<file path="src/rtl/etf_pkg.sv">
package etf_pkg;

    localparam int COORD_W = 10;
    localparam int ZOOM_W = 31;
    localparam int DATA_W = 32;
    localparam int PROD_W = 2 * DATA_W;
    localparam int COUNT_W = 16;
    localparam int CFG_INDEX_W = 3;
    localparam int CFG_DATA_W = 32;
    localparam int QUEUE_DEPTH = 2;

    localparam logic signed [DATA_W-1:0] DATA_MAX = 32'sh7fff_ffff;
    localparam logic signed [DATA_W-1:0] DATA_MIN = 32'sh8000_0000;

    localparam logic [ZOOM_W-1:0] ZOOM_RESET = 31'h1000_0000;
    localparam logic [COUNT_W-1:0] LIMIT_RESET = 16'd100;

    localparam logic MODE_MANDELBROT = 1'b0;
    localparam logic MODE_JULIA = 1'b1;

    localparam logic [CFG_INDEX_W-1:0] CFG_FRACTAL_MODE = 3'd0;
    localparam logic [CFG_INDEX_W-1:0] CFG_ZOOM_SCALE = 3'd1;
    localparam logic [CFG_INDEX_W-1:0] CFG_VIEW_OFFSET_REAL = 3'd2;
    localparam logic [CFG_INDEX_W-1:0] CFG_VIEW_OFFSET_IMAG = 3'd3;
    localparam logic [CFG_INDEX_W-1:0] CFG_JULIA_CONST_REAL = 3'd4;
    localparam logic [CFG_INDEX_W-1:0] CFG_JULIA_CONST_IMAG = 3'd5;
    localparam logic [CFG_INDEX_W-1:0] CFG_ITERATION_LIMIT = 3'd6;

    typedef struct packed {
        logic                       fractal_mode;
        logic [ZOOM_W-1:0]          zoom_scale;
        logic signed [DATA_W-1:0]   view_offset_real;
        logic signed [DATA_W-1:0]   view_offset_imag;
        logic signed [DATA_W-1:0]   julia_const_real;
        logic signed [DATA_W-1:0]   julia_const_imag;
        logic [COUNT_W-1:0]         iteration_limit;
    } cfg_t;

    // One mapped pixel: its coordinates and the start of its orbit.
    typedef struct packed {
        logic [COORD_W-1:0]         col;
        logic [COORD_W-1:0]         row;
        logic signed [DATA_W-1:0]   z_re;
        logic signed [DATA_W-1:0]   z_im;
        logic signed [DATA_W-1:0]   c_re;
        logic signed [DATA_W-1:0]   c_im;
    } entry_t;

    function automatic logic signed [DATA_W-1:0] sat_data(input logic signed [PROD_W-1:0] v);
        if (v > PROD_W'(DATA_MAX))
            return DATA_MAX;
        if (v < PROD_W'(DATA_MIN))
            return DATA_MIN;
        return v[DATA_W-1:0];
    endfunction

endpackage

</file>
<file path="src/rtl/etf_axis_map.sv">
module etf_axis_map #(
    parameter int SIZE = 1024
) (
    input  logic                                clk,
    input  logic                                rst_n,
    input  logic                                start,
    input  logic [etf_pkg::COORD_W-1:0]         coord,
    input  logic [etf_pkg::ZOOM_W-1:0]          zoom,
    input  logic signed [etf_pkg::DATA_W-1:0]   offset,
    output logic                                idle,
    output logic signed [etf_pkg::DATA_W-1:0]   point
);

    localparam int LOG_SIZE = $clog2(SIZE);
    localparam int DW = (etf_pkg::COORD_W > LOG_SIZE) ? etf_pkg::COORD_W : LOG_SIZE;
    localparam int PW = DW + etf_pkg::ZOOM_W;
    localparam int SW = PW + 2;
    // The divide by the image size is a multiply by the reciprocal rounded up to
    // SH fraction bits, which is exact for every product below 2^PW.
    localparam int SH = PW + LOG_SIZE;
    localparam int CHUNK_W = 16;
    localparam int RCP_W = PW + 1;
    localparam int NCHUNK = (RCP_W + CHUNK_W - 1) / CHUNK_W;
    localparam int RCP_PAD_W = NCHUNK * CHUNK_W;
    localparam int ACC_W = PW + RCP_PAD_W;
    localparam int PART_W = PW + CHUNK_W;
    localparam int CNW = $clog2(NCHUNK + 1);
    localparam logic [63:0] RECIP = ((64'd1 << SH) + 64'(SIZE) - 64'd1) / 64'(SIZE);
    localparam logic signed [DW:0] HALF = (DW + 1)'(SIZE / 2);

    typedef enum logic [2:0] {
        M_IDLE,
        M_MUL,
        M_DIV,
        M_SIGN,
        M_SUM
    } map_state_t;

    map_state_t               state_reg;
    logic                     neg_reg;
    logic [DW-1:0]            magd_reg;
    logic [PW-1:0]            dvd_reg;
    logic [RCP_PAD_W-1:0]     rcp_reg;
    logic [ACC_W-1:0]         acc_reg;
    logic [CNW-1:0]           cnt_reg;
    logic signed [PW:0]       q_reg;
    logic signed [DW:0]       diff;
    logic [DW-1:0]            diff_mag;
    logic [PW-1:0]            prod;
    logic [PART_W-1:0]        partial;
    logic [PW-1:0]            quot;
    logic signed [SW-1:0]     sum;

    assign diff = $signed({1'b0, DW'(coord)}) - HALF;
    assign diff_mag = diff[DW] ? DW'(-diff) : diff[DW-1:0];
    assign prod = PW'(magd_reg) * PW'(zoom);

    // One 16-bit slice of the reciprocal per cycle, most significant slice first.
    assign partial = PART_W'(dvd_reg) * PART_W'(rcp_reg[RCP_PAD_W-1 -: CHUNK_W]);
    assign quot = PW'(acc_reg >> SH);

    assign sum = SW'(q_reg) + SW'(offset);

    assign idle = (state_reg == M_IDLE);

    always_ff @(posedge clk or negedge rst_n)
    begin
        if (!rst_n)
        begin
            state_reg <= M_IDLE;
            cnt_reg <= '0;
        end
        else
        begin
            case (state_reg)
                M_IDLE:
                begin
                    if (start)
                        state_reg <= M_MUL;
                end
                M_MUL:
                begin
                    cnt_reg <= CNW'(NCHUNK);
                    state_reg <= M_DIV;
                end
                M_DIV:
                begin
                    cnt_reg <= cnt_reg - CNW'(1);
                    if (cnt_reg == CNW'(1))
                        state_reg <= M_SIGN;
                end
                M_SIGN:
                begin
                    state_reg <= M_SUM;
                end
                M_SUM:
                begin
                    state_reg <= M_IDLE;
                end
                default:
                begin
                    state_reg <= M_IDLE;
                end
            endcase
        end
    end

    always_ff @(posedge clk)
    begin
        case (state_reg)
            M_IDLE:
            begin
                if (start)
                begin
                    neg_reg <= diff[DW];
                    magd_reg <= diff_mag;
                end
            end
            M_MUL:
            begin
                dvd_reg <= prod;
                rcp_reg <= RCP_PAD_W'(RECIP);
                acc_reg <= '0;
            end
            M_DIV:
            begin
                acc_reg <= (acc_reg << CHUNK_W) + ACC_W'(partial);
                rcp_reg <= rcp_reg << CHUNK_W;
            end
            M_SIGN:
            begin
                // The magnitude was divided, so the quotient truncates toward zero.
                q_reg <= neg_reg ? -$signed({1'b0, quot}) : $signed({1'b0, quot});
            end
            M_SUM:
            begin
                if (sum > SW'(etf_pkg::DATA_MAX))
                    point <= etf_pkg::DATA_MAX;
                else if (sum < SW'(etf_pkg::DATA_MIN))
                    point <= etf_pkg::DATA_MIN;
                else
                    point <= sum[etf_pkg::DATA_W-1:0];
            end
            default:
            begin
                q_reg <= q_reg;
            end
        endcase
    end

endmodule

</file>
<file path="src/rtl/etf_front.sv">
module etf_front #(
    parameter int IMAGE_WIDTH = 1024,
    parameter int IMAGE_HEIGHT = 1024
) (
    input  logic                            clk,
    input  logic                            rst_n,
    input  etf_pkg::cfg_t                   cfg,
    input  logic                            in_valid,
    output logic                            in_ready,
    input  logic [etf_pkg::COORD_W-1:0]     pixel_col,
    input  logic [etf_pkg::COORD_W-1:0]     pixel_row,
    output logic                            push_valid,
    input  logic                            push_ready,
    output etf_pkg::entry_t                 push_data
);

    typedef enum logic [1:0] {
        F_IDLE,
        F_MAP,
        F_PUSH
    } front_state_t;

    front_state_t                       state_reg;
    logic [etf_pkg::COORD_W-1:0]        col_reg;
    logic [etf_pkg::COORD_W-1:0]        row_reg;
    etf_pkg::entry_t                    entry_reg;
    logic                               start;
    logic                               col_idle;
    logic                               row_idle;
    logic signed [etf_pkg::DATA_W-1:0]  point_re;
    logic signed [etf_pkg::DATA_W-1:0]  point_im;

    assign in_ready = (state_reg == F_IDLE);
    assign start = in_valid && in_ready;
    assign push_valid = (state_reg == F_PUSH);
    assign push_data = entry_reg;

    etf_axis_map #(
        .SIZE(IMAGE_WIDTH)
    ) u_map_re (
        .clk(clk),
        .rst_n(rst_n),
        .start(start),
        .coord(pixel_col),
        .zoom(cfg.zoom_scale),
        .offset(cfg.view_offset_real),
        .idle(col_idle),
        .point(point_re)
    );

    etf_axis_map #(
        .SIZE(IMAGE_HEIGHT)
    ) u_map_im (
        .clk(clk),
        .rst_n(rst_n),
        .start(start),
        .coord(pixel_row),
        .zoom(cfg.zoom_scale),
        .offset(cfg.view_offset_imag),
        .idle(row_idle),
        .point(point_im)
    );

    always_ff @(posedge clk or negedge rst_n) begin
        if (!rst_n)
        begin
            state_reg <= F_IDLE;
        end
        else
        begin
            case (state_reg)
                F_IDLE:
                begin
                    if (start)
                        state_reg <= F_MAP;
                end
                F_MAP:
                begin
                    if (col_idle && row_idle)
                        state_reg <= F_PUSH;
                end
                F_PUSH:
                begin
                    if (push_ready)
                        state_reg <= F_IDLE;
                end
                default:
                begin
                    state_reg <= F_IDLE;
                end
            endcase
        end
    end

    always_ff @(posedge clk)
    begin
        if (start)
        begin
            col_reg <= pixel_col;
            row_reg <= pixel_row;
        end
        if (state_reg == F_MAP && col_idle && row_idle)
        begin
            entry_reg.col <= col_reg;
            entry_reg.row <= row_reg;
            if (cfg.fractal_mode == etf_pkg::MODE_JULIA)
            begin
                entry_reg.z_re <= point_re;
                entry_reg.z_im <= point_im;
                entry_reg.c_re <= cfg.julia_const_real;
                entry_reg.c_im <= cfg.julia_const_imag;
            end
            else
            begin
                entry_reg.z_re <= '0;
                entry_reg.z_im <= '0;
                entry_reg.c_re <= point_re;
                entry_reg.c_im <= point_im;
            end
        end
    end

endmodule

</file>
<file path="config.mk">
export PLATFORM = sky130hd
export DESIGN_NAME = etf_front
export DESIGN_NICKNAME = d
export VERILOG_FILES = /design/src/rtl/etf_pkg.sv /design/src/rtl/etf_axis_map.sv /design/src/rtl/etf_front.sv
export SDC_FILE = /design/constraint.sdc
export NUM_CORES = 2
export LEC_CHECK = 0
export BUFFER_PORTS_ARGS = -buffer_cell sky130_fd_sc_hd__clkbuf_2
export CAP_MARGIN = 10
export CORE_UTILIZATION = 35
export CTS_BUF_LIST = sky130_fd_sc_hd__clkbuf_16
export DETAILED_ROUTE_END_ITERATION = 6
export PLACE_DENSITY = 0.6
export SYNTH_ARGS = -nofsm -noshare
export SYNTH_HDL_FRONTEND = slang
export SYNTH_HIERARCHICAL = 1
export SYNTH_SLANG_ARGS = --single-unit
</file>
<file path="constraint.sdc">
create_clock -name clk -period 9.8 [get_ports clk]
set_clock_uncertainty 0.1 [all_clocks]
set_input_delay 1.96 -clock clk [delete_from_list [all_inputs] [get_ports clk]]
set_output_delay 1.96 -clock clk [all_outputs]
set_load 0.1 [all_outputs]
</file>
==> impl_metrics.yaml <==
status:
  status: "finished, violations left"
  violations: "design-rule violations"
yosys:
  synth_area_per_cell_um2: 10.44
  synth_area_mm2: 0.05205
  synth_edf_count: 582
  netlist_top_cells_area: "edfxtp_1 (34%), fa_1 (18%), ha_1 (9.5%), and2_1 (5.6%), xnor2_1 (3.7%)"
  postSynth.asyncResetShare_pct: 2.020
  synthCells: 4987
  ys_warn_count: 6
  synth-seq-cells: 594
  synth_fp_nets: 6045
  synth_cell_types: 89
  dominantRegCellSynth: "edfxtp_1"
  synth_top_cell_by_area: "edfxtp_1"
  yosysTopAreaCellShare_pct: 33.58
  synth_seq_area_share_pct: 34.16
clock_tree:
  cts_tree: "yes"
  numClockSinks: 594
  root_buffer: "clkbuf_16"
  ctsHtreeMaxLevel: 3
  clk_pin_slew_ps: 60
  hold_buffers: 0
  ctsResizeCount: 0
  clkLatencyLatePin_ps: 630
  cts_buffers: 67
  cts_setup_buffers: 0
  cts_max_path_buffers: 3
finish:
  area_growth_pct: 10.83
  final_cell_area_mm2: 0.05769
  nets: 6228
  fin_util_pct: 39.07
  final_common_cell: "edfxtp_1"
  layout-drive-gt1-share_pct: 11.22
  layout_common_cells: "edfxtp_1 (582), inv_1 (508), nand2_1 (468), fa_1 (464), and2_1 (462)"
  largest_reg_flops: 148
critical_path:
  cp-end-kind: "flip-flop"
  critPathRequiredTime_ps: 10070
  path_max_fanout: 20
  startpoint_type: "input port"
  arrival_ps: 8150
  criticalPathCategory: "input port to flip-flop"
  rr_worst_depth: 20
drt:
  wire_per_inst_um: 18.64
  drt_iter0_drc: 1910
  drt.antenna.violating_nets: 0
  drt_pass1_iterations: 7
  wl_um: 133300
  vias_per_cell: 5.064
  vias: 36220
  drc_errors: 8
timing:
  slew-limit-headroom_pct: 21.81
  report.final.hold_viol_count: 0
  whs_ps: 317.7
  post-route-period-util_pct: 80.50
  period_needed_ps: 7889
  worst_slew_pin_slew_ps: 1170
  setup_tns_ps: 0
  fmax_mhz: 126.8
  rsz0062_at_grt: "no"
  setup_viol: 0
  finalMaxSlewViolations: 0
global_route:
  grt_pass1_wl_um: 209200
  grt_max_degree: 84
  track_usage_pct: 17.74
  use_met2_pct: 29.18
  antenna_found_initial: 15
  top_usage_layer: "met2"
  met1_usage_pct: 22.94
  grt_use_met3_pct: 3.517
  grt_pass1_vias: 36960
  grt_overflow_total: 0
flow_run:
  drv_cap: 0
min_path:
  min_path_cells: 0
  hold_class: "flip-flop to flip-flop"
die:
  io_pins: 350
  die-height_um: 387.6
  die_w_um: 387.6
  start_util_pct: 35.25
  fp.coreArea_mm2: 0.1477
  die_area_mm2: 0.1503
  placementRows: 141
placed_design:
  portBuffers: 333
  place_area_mm2: 0.05540
  dp_hpwl_um: 103600
  gp_congestion: 0.8938
## metrics by stage
stage,std cells,setup slack [ps]
3_3_place_gp,7025,1387
6_report,7151,1911
3_5_place_dp,7025,1350
4_1_cts,7140,1988
5_1_grt,7148,1533
2_1_floorplan,4987,2272
## synth_stat cells, drive strengths merged, types with 21 or more instances
| master | instances |
|---|---|
| o31ai | 33 |
| fa | 464 |
| ha | 394 |
| a21oi | 223 |
| nand2b | 28 |
| inv | 501 |
| a21o | 114 |
| edfxtp | 582 |
| nor3 | 50 |
| and2 | 463 |
| nand3 | 58 |
| o21ai | 208 |
| xor2 | 100 |
| nand4 | 42 |
| o21a | 33 |
| mux2 | 66 |
| a211oi | 23 |
| nand2 | 468 |
| buf | 23 |
| or3 | 52 |
| clkbuf | 234 |
| o21bai | 29 |
| and3 | 69 |
| nor2 | 241 |
| xnor2 | 221 |
| nor4 | 23 |
| a31oi | 21 |
## worst max-delay path, stage by stage
cell       delay (ps)
clkbuf_2          390
nand2_1           150
fa_1              560
fa_1              540
inv_1              50
fa_1              500
fa_1              540
inv_1              60
fa_1              530
inv_1              40
ha_1              370
a2111oi_0         360
o21ai_0           160
nand2_1           140
o311a_1           300
o21ai_0           180
o21ai_0           430
a21oi_1           230
a221o_1           360
a21oi_1           180
xnor2_1           100
## path summary, 6_finish.rpt
kind	startpoint	endpoint	slack, ps
worst max-delay path	cfg[144]	u_map_im/dvd_reg[40]	1910
worst min-delay path	row_reg[0]	push_data[128]	320
worst max register to register	u_map_im/magd_reg[9]	u_map_im/dvd_reg[40]	2490
worst min register to register	row_reg[0]	push_data[128]	320
max in group asynchronous	rst_n	u_map_re/state_reg[1]	8060
min in group asynchronous	rst_n	state_reg[1]	1180
## cell families (layout without fill, tap and decap cells)
group | Yosys count | after routing | share of synthesized area [%]
xor+xnor | 321 | 321 | 5.402
other cells | 0 | 5 | 0
fa+ha+maj | 858 | 858 | 27.32
simple gates | 1568 | 1568 | 15.46
compound gates | 818 | 818 | 10.11
buf+inv | 758 | 987 | 5.642
mux | 70 | 70 | 1.909
flops | 594 | 594 | 34.16
## area by class of cell
class                   count  area, um^2
fillers                 14330       89980
inverters                 501        1881
flip-flops and latches    594       17780
multi-input cells        3635       31420
well taps                1930        2415
diodes                      5       12.51
repair buffers            371        2023
clock buffers              67        1677
clock inverters            48       478.0
## layer usage
layer | routed length [um] | vias up | share of wire [%]
li1 | - | 17350 | -
met1 | 59120 | 17640 | 44
met2 | 61240 | 998 | 46
met3 | 8223 | 210 | 6.2
met4 | 4585 | 20 | 3.4
met5 | 128 | - | 0.096
Power is left out: the tool's default activity adds up to more than one toggle a clock period on the data nets, which glitch-free logic cannot reach.
