### src/rtl/etf_pkg.sv
package etf_pkg;

    localparam int COORD_W = 10;
    localparam int ZOOM_W = 31;
    localparam int DATA_W = 32;
    localparam int PROD_W = 2 * DATA_W;
    localparam int COUNT_W = 16;
    localparam int CFG_INDEX_W = 3;
    localparam int CFG_DATA_W = 32;
    localparam int QUEUE_DEPTH = 2;

    localparam logic signed [DATA_W-1:0] DATA_MAX = 32'sh7fff_ffff;
    localparam logic signed [DATA_W-1:0] DATA_MIN = 32'sh8000_0000;

    localparam logic [ZOOM_W-1:0] ZOOM_RESET = 31'h1000_0000;
    localparam logic [COUNT_W-1:0] LIMIT_RESET = 16'd100;

    localparam logic MODE_MANDELBROT = 1'b0;
    localparam logic MODE_JULIA = 1'b1;

    localparam logic [CFG_INDEX_W-1:0] CFG_FRACTAL_MODE = 3'd0;
    localparam logic [CFG_INDEX_W-1:0] CFG_ZOOM_SCALE = 3'd1;
    localparam logic [CFG_INDEX_W-1:0] CFG_VIEW_OFFSET_REAL = 3'd2;
    localparam logic [CFG_INDEX_W-1:0] CFG_VIEW_OFFSET_IMAG = 3'd3;
    localparam logic [CFG_INDEX_W-1:0] CFG_JULIA_CONST_REAL = 3'd4;
    localparam logic [CFG_INDEX_W-1:0] CFG_JULIA_CONST_IMAG = 3'd5;
    localparam logic [CFG_INDEX_W-1:0] CFG_ITERATION_LIMIT = 3'd6;

    typedef struct packed {
        logic                       fractal_mode;
        logic [ZOOM_W-1:0]          zoom_scale;
        logic signed [DATA_W-1:0]   view_offset_real;
        logic signed [DATA_W-1:0]   view_offset_imag;
        logic signed [DATA_W-1:0]   julia_const_real;
        logic signed [DATA_W-1:0]   julia_const_imag;
        logic [COUNT_W-1:0]         iteration_limit;
    } cfg_t;

    // One mapped pixel: its coordinates and the start of its orbit.
    typedef struct packed {
        logic [COORD_W-1:0]         col;
        logic [COORD_W-1:0]         row;
        logic signed [DATA_W-1:0]   z_re;
        logic signed [DATA_W-1:0]   z_im;
        logic signed [DATA_W-1:0]   c_re;
        logic signed [DATA_W-1:0]   c_im;
    } entry_t;

    function automatic logic signed [DATA_W-1:0] sat_data(input logic signed [PROD_W-1:0] v);
        if (v > PROD_W'(DATA_MAX))
            return DATA_MAX;
        if (v < PROD_W'(DATA_MIN))
            return DATA_MIN;
        return v[DATA_W-1:0];
    endfunction

endpackage

### src/rtl/etf_queue.sv
module etf_queue (
    input  logic                clk,
    input  logic                rst_n,
    input  logic                push_valid,
    output logic                push_ready,
    input  etf_pkg::entry_t     push_data,
    output logic                pop_valid,
    input  logic                pop_ready,
    output etf_pkg::entry_t     pop_data
);

    // Depth is a power of two so the pointers wrap on their own.
    localparam int PTR_W = $clog2(etf_pkg::QUEUE_DEPTH);
    localparam int CNT_W = $clog2(etf_pkg::QUEUE_DEPTH + 1);

    etf_pkg::entry_t        mem_reg [etf_pkg::QUEUE_DEPTH];
    logic [PTR_W-1:0]       wr_ptr_reg;
    logic [PTR_W-1:0]       rd_ptr_reg;
    logic [CNT_W-1:0]       count_reg;
    logic                   do_push;
    logic                   do_pop;

    assign push_ready = (count_reg != CNT_W'(etf_pkg::QUEUE_DEPTH));
    assign pop_valid = (count_reg != '0);
    assign pop_data = mem_reg[rd_ptr_reg];
    assign do_push = push_valid && push_ready;
    assign do_pop = pop_valid && pop_ready;

    always_ff @(posedge clk or negedge rst_n) begin
        if (!rst_n)
        begin
            wr_ptr_reg <= '0;
            rd_ptr_reg <= '0;
            count_reg <= '0;
        end
        else
        begin
            if (do_push)
                wr_ptr_reg <= wr_ptr_reg + PTR_W'(1);
            if (do_pop)
                rd_ptr_reg <= rd_ptr_reg + PTR_W'(1);
            if (do_push && !do_pop)
                count_reg <= count_reg + CNT_W'(1);
            else if (do_pop && !do_push)
                count_reg <= count_reg - CNT_W'(1);
        end
    end

    always_ff @(posedge clk)
    begin
        if (do_push)
            mem_reg[wr_ptr_reg] <= push_data;
    end

endmodule

### config.mk
export PLATFORM = sky130hd
export DESIGN_NAME = etf_queue
export DESIGN_NICKNAME = d
export VERILOG_FILES = /design/src/rtl/etf_pkg.sv /design/src/rtl/etf_queue.sv
export SDC_FILE = /design/constraint.sdc
export NUM_CORES = 1
export LEC_CHECK = 0
export ABC_CLOCK_PERIOD_IN_PS = 7180
export BUFFER_PORTS_ARGS = -buffer_cell sky130_fd_sc_hd__buf_2
export CORE_UTILIZATION = 38
export CTS_BUF_LIST = sky130_fd_sc_hd__clkbuf_4
export DETAILED_ROUTE_END_ITERATION = 12
export PLACE_DENSITY = 0.67
export SETUP_SLACK_MARGIN = 0.15
export SYNTH_ARGS = -nofsm -noshare
export SYNTH_HDL_FRONTEND = slang
export SYNTH_SLANG_ARGS = --single-unit
### constraint.sdc
create_clock -name clk -period 7.18 [get_ports clk]
set_clock_uncertainty 0.2 [all_clocks]
set_input_delay 0.718 -clock clk [delete_from_list [all_inputs] [get_ports clk]]
set_output_delay 0.718 -clock clk [all_outputs]
set_load 0.01 [all_outputs]
==> results.yml, run 1 <==
cells_and_area:
  final_cell_area_sq_um: 15400
  fin_nets: 1131
  drive_gt1_share_pct: 55.6
  synthToLayoutAreaGrowth_pct: 36.3
  nFillCells: 2364
  largest_reg_flops: 296
pwr:
  p_clk_share_pct: 23.9
  p_leak_nw: 6.16
  p_switching_mw: 1.69
  ir_worst_vdd_v: 0.000571
  pwr-share-comb_pct: 32.5
  total_power_mw: 5.76
  seq_power_share_pct: 43.6
  swShare_pct: 29.4
  power.density_nw_per_um2: 374
  p_int_mw: 4.07
sta:
  maxSlewViolCount: 0
  hold_ws_ns: 0.0842
  setup_viol: 0
  rsz0062_at_grt: "false"
  tightestPinTransition_ns: 1.01
  finalHoldViolations: 0
  max_freq_mhz: 278
  final.setup.tns_ns: 0
  slew_headroom_pct: 33.0
  finalCritPeriodShare_pct: 50.1
  period_needed_ns: 3.60
clock_tree:
  cts.sinks: 300
  cts_inserted_buffers: 78
  cts_setup_buffers: 0
  path_clk_slew_ns: 0.06
  clk_latency_ns: 0.64
  cts_tree: "done"
  h-tree-depth: 3
  cts.path.max_buffers: 3
  root_buffer: "clkbuf_4"
  cts-resized-gates: 0
  cts_hold_buf: 127
synthesis:
  synth_area_leaders: "edfxtp_1 79%, mux2_4 13%, mux2_2 4.7%"
  syn_area_per_cell_sq_um: 23.6
  synth_area_sq_um: 11300
  synth_top_area_share_pct: 78.7
  netlist_instances: 479
  ys_types: 15
  ys_seq_area_share_pct: 79.5
  synth_top_cell_by_area: "edfxtp_1"
  synth_seq_cells: 300
  syn_nets: 632
  ys_warn_count: 0
worst_setup_path:
  crit_path_max_incr_delay_ns: 0.69
  path_cells: "buf_12 > mux2_2 > buf_2"
  ff2ff_setup_slack_ns: 4.27
  crit_slowest_cell: "buf_12"
  cp_max_fo: 129
  crit_path_start_kind: "flop"
  cp.arrival_ns: 2.68
  path_buf_inv: 2
  endpoint_kind: "output pin"
  crit_type: "reg -> out"
  path_delay_family: "buffers and inverters"
  critPathRequiredTime_ns: 6.26
global_routing:
  antenna_found_initial: 4
  grt_max_degree: 130
  grt_pass1_vias: 6721
  track_usage_pct: 14.9
  grt_pass1_wl_microns: 34700
  top_usage_layer: "met2"
  grt_use_met2_pct: 24.7
  overflow: 0
  met3_usage_pct: 5.73
  use_met1_pct: 16.7
place:
  placed_cell_area_sq_um: 13200
  numPortBuffers: 301
  hpwlAfterDp_microns: 13300
  place_congestion: 0.700
drt:
  ant_nets: 0
  drc: 0
  vias_per_cell: 4.45
  routedWlPerCell_microns: 16.2
  drt_iter0_drc: 227
  via_count: 6270
  routed_wl_microns: 22900
  dr.pass1.iters: 4
hold_path:
  hold_class: "in -> reg"
die:
  rows: 62
  coreArea_sq_um: 29000
  start_util_pct: 39.0
  die_w_microns: 174
  design.die.area_sq_um: 30400
  dieHeight_microns: 174
  num_io_pins: 302
status:
  status: "complete, no violations"
job:
  max_cap_violations: 0
## power groups by stage
| stage | Clock [mW] | Sequential, mW | Combinational, mW |
|---|---|---|---|
| 2_1_floorplan | 0 | 2.55 | 1.28 |
| 3_3_place_gp | 0 | 2.53 | 1.85 |
| 3_5_place_dp | 0 | 2.55 | 1.85 |
| 4_1_cts | 1.43 | 2.51 | 1.91 |
| 5_1_grt | 1.53 | 2.55 | 2.00 |
| 6_report | 1.38 | 2.51 | 1.87 |
## cells in the final DEF, fill, tap and decap left out, drive strengths merged
cell	count
and3	1
buf	306
bufinv	2
clkbuf	105
clkinv	14
dfrtp	4
diode	4
dlygate4sd3	130
edfxtp	296
ha	1
inv	3
mux2	148
nand2	2
nand2b	1
nor2	2
or2	1
xnor2	3
xor2	2
## area by class of cell
type                    instances  area (sq um)  area share, %
diodes                          4          10.0         0.0650
clock buffers                 105           788           5.12
clock inverters                18           121          0.788
inverters                       1          3.75         0.0244
multi-input cells             161          2150           13.9
flip-flops and latches        300          8990           58.4
well taps                     384           480           3.12
repair buffers                436          2860           18.6
## routing by layer
layer  wire, microns  up-vias
li1                -     2944
met1            9170     3010
met2           11300      265
met3            1880       49
met4             541        2
met5              13        -
## path summary, 6_finish.rpt
check | startpoint | cells after the start | endpoint
max in group asynchronous | rst_n | 2 | rd_ptr_reg
worst max register to register | count_reg[0] | 4 | mem_reg[0][28]
min in group asynchronous | rst_n | 2 | wr_ptr_reg
worst min-delay path | push_data[1] | 1 | mem_reg[1][1]
worst min register to register | count_reg[1] | 1 | count_reg[1]
worst max-delay path | rd_ptr_reg | 3 | pop_data[141]
## Yosys cell counts, drive strengths merged
master  count
and3        1
buf        17
dfrtp       4
edfxtp    296
ha          1
inv         1
mux2      148
nand2       2
nand2b      1
nor2        2
or2         1
xnor2       3
xor2        2
## metrics by stage
step / instances / setup WS (ns) / utilization (%)
2_1_floorplan: 479 / 1.87 / -
3_3_place_gp: 1152 / 3.98 / 45.4
3_5_place_dp: 1152 / 3.98 / 45.4
4_1_cts: 1402 / 3.50 / 52.9
5_1_grt: 1407 / 3.43 / 53.1
6_report: 1409 / 3.58 / 53.1
## cell families after synthesis
family	synth area share [%]
buffers and inverters	1.56
flip-flops	79.5
AND/OR/NAND/NOR	0.299
multiplexers	18.1
XOR/XNOR	0.388
adder cells (fa/ha/maj)	0.111
(Power assumes the default switching activity.)
==> run 2: changes to the inputs <==
ABC_CLOCK_PERIOD_IN_PS = 3600   (was 7180)
PLACE_DENSITY = 0.65   (was 0.67)
clock period = 3.6 ns   (was 7.18 ns; I/O delays follow)
==> run 2 against run 1 <==
  * Cell count increased by 2.3%
  * Total power grew 100%
  * Die area did not move
  * Flip-flop and latch count stayed put
  * Clock power up 110%
  * Core utilization grew 1.4 points
  * Critical path depth did not move
  * Sequential share of layout area is 1.5 points lower
  * Setup slack lost 3.0 ns
  * Sequential power is 100% higher
  * Critical endpoint is now pop_data[130]
  * Highest routed layer is now met4
==> results.yml, run 2 (synthesis results as in run 1) <==
sta:
  finalHoldViolations: 0
  max_freq_mhz: 332
  finalCritPeriodShare_pct: 83.7
  period_needed_ns: 3.01
  fin_ws_ns: 0.586
  final.setup.tns_ns: 0
  slew_headroom_pct: 46.4
  rsz0062_at_grt: "false"
  tightestPinTransition_ns: 0.804
  maxSlewViolCount: 0
  setup_viol: 0
place:
  numPortBuffers: 301
  hpwlAfterDp_microns: 14000
  pre_cts_ws_ns: 1.19
  place_congestion: 0.731
clock_tree:
  cts.sinks: 300
  cts.path.max_buffers: 3
  cts_tree: "done"
  cts_setup_buffers: 0
  path_clk_slew_ns: 0.07
  clk_latency_ns: 0.63
  h-tree-depth: 3
  root_buffer: "clkbuf_4"
  cts_inserted_buffers: 78
pwr:
  seq_power_share_pct: 43.4
  p_clk_share_pct: 24.5
  ir_worst_vdd_v: 0.000410
  power.density_nw_per_um2: 742
  swShare_pct: 29.1
  pwr-share-comb_pct: 32.1
  total_power_mw: 11.7
  p_switching_mw: 3.41
  p_leak_nw: 6.35
  p_int_mw: 8.32
drt:
  routedWlPerCell_microns: 16.1
  ant_nets: 0
  dr.pass1.iters: 4
  via_count: 6450
  routed_wl_microns: 23200
  vias_per_cell: 4.48
  drc: 0
  drt_iter0_drc: 330
global_routing:
  antenna_found_initial: 1
  grt_pass1_vias: 7092
  overflow: 0
  track_usage_pct: 15.2
  grt_pass1_wl_microns: 36000
  grt_max_degree: 77
worst_setup_path:
  crit_type: "reg -> out"
  critPathRequiredTime_ns: 3.04
  crit_path_start_kind: "flop"
  endpoint_kind: "output pin"
  cp_max_fo: 41
  cp.arrival_ns: 2.45
  ff2ff_setup_slack_ns: 1.53
die:
  dieHeight_microns: 174
  design.die.area_sq_um: 30400
  coreArea_sq_um: 29000
  die_w_microns: 174
  num_io_pins: 302
  start_util_pct: 39.0
  rows: 62
cells_and_area:
  regArea_sq_um: 8990
  mostFrequentLayoutCells: "301 x buf_2, 296 x edfxtp_1, 152 x dlygate4sd3_1"
  fin_nets: 1160
  nFillCells: 2344
  drive_gt1_share_pct: 55.3
  multi_input_area_sq_um: 2160
  layout_commonest_cell: "buf_2"
  largest_reg_flops: 296
  synthToLayoutAreaGrowth_pct: 39.9
hold_path:
  hold_class: "in -> reg"
job:
  max_cap_violations: 0
status:
  status: "complete, no violations"
==> run 2: what timing repair did <==
action	in CTS	in global routing
gates resized for setup	0	0
endpoints found under the hold margin	303	0
hold buffers	152	0
==> run 2: power groups by stage <==
stage | Combinational, mW | Sequential, mW | Clock [mW]
after global routing | 4.03 | 5.17 | 3.17
after detailed placement | 3.69 | 5.17 | 0
after global placement | 3.68 | 5.14 | 0
after CTS | 3.83 | 5.10 | 2.99
final | 3.77 | 5.09 | 2.87
after floorplan | 2.58 | 5.03 | 0
==> run 2: path summary, 6_finish.rpt <==
path	startpoint	to	cells after the start
min in group asynchronous	rst_n	wr_ptr_reg	3
max in group asynchronous	rst_n	rd_ptr_reg	3
hold reg to reg	count_reg[1]	count_reg[1]	1
hold / removal	push_data[32]	mem_reg[0][32]	2
setup reg to reg	count_reg[0]	mem_reg[1][112]	3
setup / recovery	rd_ptr_reg	pop_data[130]	3
==> run 2: metrics by stage <==
stage / util [%] / instance area, sq um / std cells / hold slack, ns
3_3_place_gp: 45.9 / 13300 / 1159 / -0.0271
5_1_grt: 54.5 / 15800 / 1441 / 0.178
4_1_cts: 54.5 / 15800 / 1440 / 0.158
2_1_floorplan: - / 11300 / 479 / -0.136
6_report: 54.5 / 15800 / 1441 / 0.250
3_5_place_dp: 45.9 / 13300 / 1159 / -0.0272
==> run 2: routing by layer <==
metal / vias to the layer above / global-route usage, % / share of wire [%]
met5: - / 0 / 0
met4: 0 / 7.02 / 2.9
met3: 56 / 5.45 / 8.1
met2: 274 / 26.2 / 50
met1: 3112 / 16.8 / 39
li1: 3008 / - / -
==> run 2: cell type report <==
cell class	instances	area share (%)
timing repair buffer	465	20.2
sequential	300	56.9
multi-input combinational	161	13.7
inverter	1	0.0237
tap	384	3.04
clock buffer	108	5.13
clock inverter	21	1.03
antenna	1	0.0158
==> run 2: critical path: stages (launching register included) <==
cell,delay (ns)
dfrtp_4,0.91
buf_4,0.36
mux2_2,0.37
buf_2,0.15
==> run 3: changes to the inputs <==
ABC_CLOCK_PERIOD_IN_PS = 2900   (was 3600)
clock period = 2.9 ns   (was 3.6 ns; I/O delays follow)
==> run 3 against run 2 <==
  * Cell count rose by 0.28%
  * Cell area rose by 0.55%
  * First-iteration DRC count fell by 30%
  * Sequential share of layout area down 0.31 points
  * Critical path depth stayed put
  * Register-to-register slack worse by 0.64 ns
  * Die area did not move
  * Core utilization up 0.30 points
==> results.yml, run 3 (synthesis results as in run 1) <==
status:
  status: "complete, no violations"
drt:
  met2_length_microns: 11600
  drt-met1-wl_microns: 9060
  dr_wl_met3_microns: 1830
  routed_wl_microns: 23000
  dr.pass1.iters: 4
  top_layer_used: "met4"
  routedWlPerCell_microns: 15.9
  vias_per_cell: 4.43
  via_count: 6396
  drt_iter0_drc: 230
  ant_nets: 0
  drc: 0
sta:
  maxSlewViolCount: 0
  hold_ws_ns: 0.145
  finalHoldViolations: 0
  period_needed_ns: 2.52
  slew_headroom_pct: 62.0
  tightestPinTransition_ns: 0.571
  fin_ws_ns: 0.381
  setup_viol: 0
  max_freq_mhz: 397
  finalCritPeriodShare_pct: 86.8
  rsz0062_at_grt: "false"
global_routing:
  grt_max_degree: 79
  grt_pass1_vias: 6952
  track_usage_pct: 14.8
  antenna_found_initial: 1
  grt_pass1_wl_microns: 34900
  overflow: 0
worst_setup_path:
  crit_path_start_kind: "flop"
  crit_slowest_cell: "dfrtp_4"
  cp_max_fo: 54
  endpoint_kind: "output pin"
  cp.arrival_ns: 2.03
  path_cells: "buf_12 > mux2_2 > buf_2"
  crit_type: "reg -> out"
  crit_path_max_incr_delay_ns: 0.46
  crit_start: "rd_ptr_reg"
  r2r-start: "count_reg[0]"
  critPathRequiredTime_ns: 2.41
pwr:
  swShare_pct: 29.2
  seq_power_share_pct: 41.9
  power.density_nw_per_um2: 926
  pwr-share-comb_pct: 33.1
  p_leak_nw: 6.38
  p_switching_mw: 4.30
  p_clk_share_pct: 25.0
  ir_worst_vdd_v: 0.000686
  p_int_mw: 10.4
clock_tree:
  cts.path.max_buffers: 3
  root_buffer: "clkbuf_4"
  h-tree-depth: 3
  path_clk_slew_ns: 0.07
  clk_latency_ns: 0.64
  cts-resized-gates: 0
  cts_setup_buffers: 0
  cts.sinks: 300
  cts_inserted_buffers: 78
  cts_tree: "done"
die:
  design.die.area_sq_um: 30400
  dieHeight_microns: 174
  num_io_pins: 302
  coreArea_sq_um: 29000
  rows: 62
  start_util_pct: 39.0
  die_w_microns: 174
cells_and_area:
  layout_commonest_cell: "buf_2"
  largest_reg_flops: 296
  drive_gt1_share_pct: 55.9
  fin_nets: 1159
  nFillCells: 2334
  mostFrequentLayoutCells: "301 x buf_2, 296 x edfxtp_1, 152 x dlygate4sd3_1"
  synthToLayoutAreaGrowth_pct: 40.7
  final_cell_area_sq_um: 15900
  fin_util_pct: 54.8
hold_path:
  hold_class: "in -> reg"
  hp-start: "push_data[80]"
place:
  pre_cts_ws_ns: 0.918
  hpwlAfterDp_microns: 13600
  place_congestion: 0.724
  numPortBuffers: 301
  placed_cell_area_sq_um: 13400
job:
  max_cap_violations: 0
[run 3: worst paths after layout]
path	endpoint	slack (ns)	cells after the start
hold / removal	mem_reg[0][80]	0.14	2
min in group asynchronous	count_reg[1]	0.34	3
setup reg to reg	mem_reg[1][72]	0.89	3
max in group asynchronous	rd_ptr_reg	1.97	3
setup / recovery	pop_data[127]	0.38	3
hold reg to reg	wr_ptr_reg	0.35	1
[run 3: routing by layer]
layer	global-route usage (%)	vias to the layer above
met4	6.47	0
met2	25.5	255
met1	16.1	3080
li1	-	3006
met3	5.49	55
met5	0	-
[run 3: what timing repair did]
item / 4_1_cts / 5_1_grt
endpoints found under the setup margin: 0 / 0
hold endpoints to repair: 304 / 0
hold buffers: 152 / 0
[run 3: metrics by stage]
step	total power, mW	TNS (ns)	cells
floorplan	9.44	-100.81	479
global placement	11.0	0	1158
detailed placement	11.0	0	1158
CTS	14.9	0	1444
global route	15.5	0	1445
finish	14.7	0	1445
[run 3: critical path: cells and delay by family (launching register included)]
| family | cells | cell delay, ns |
|---|---|---|
| buf+inv | 2 | 0.45 |
| flops | 1 | 0.46 |
| mux | 1 | 0.41 |
[run 3: power groups by stage]
stage               Combinational [mW]  Clock [mW]  Sequential (mW)
floorplan                         3.20           0             6.24
global placement                  4.78           0             6.20
detailed placement                4.77           0             6.25
CTS                               4.95        3.80             6.16
global route                      5.20        4.02             6.24
finish                            4.88        3.68             6.16
[run 3: area by class of cell]
type                    count  area (sq um)  area share [%]
flip-flops and latches    300          8990            56.6
repair buffers            464          3240            20.4
multi-input cells         161          2160            13.6
clock buffers             120           901            5.67
well taps                 384           480            3.02
clock inverters            14           116           0.732
inverters                   1          3.75          0.0236
diodes                      1          2.50          0.0157
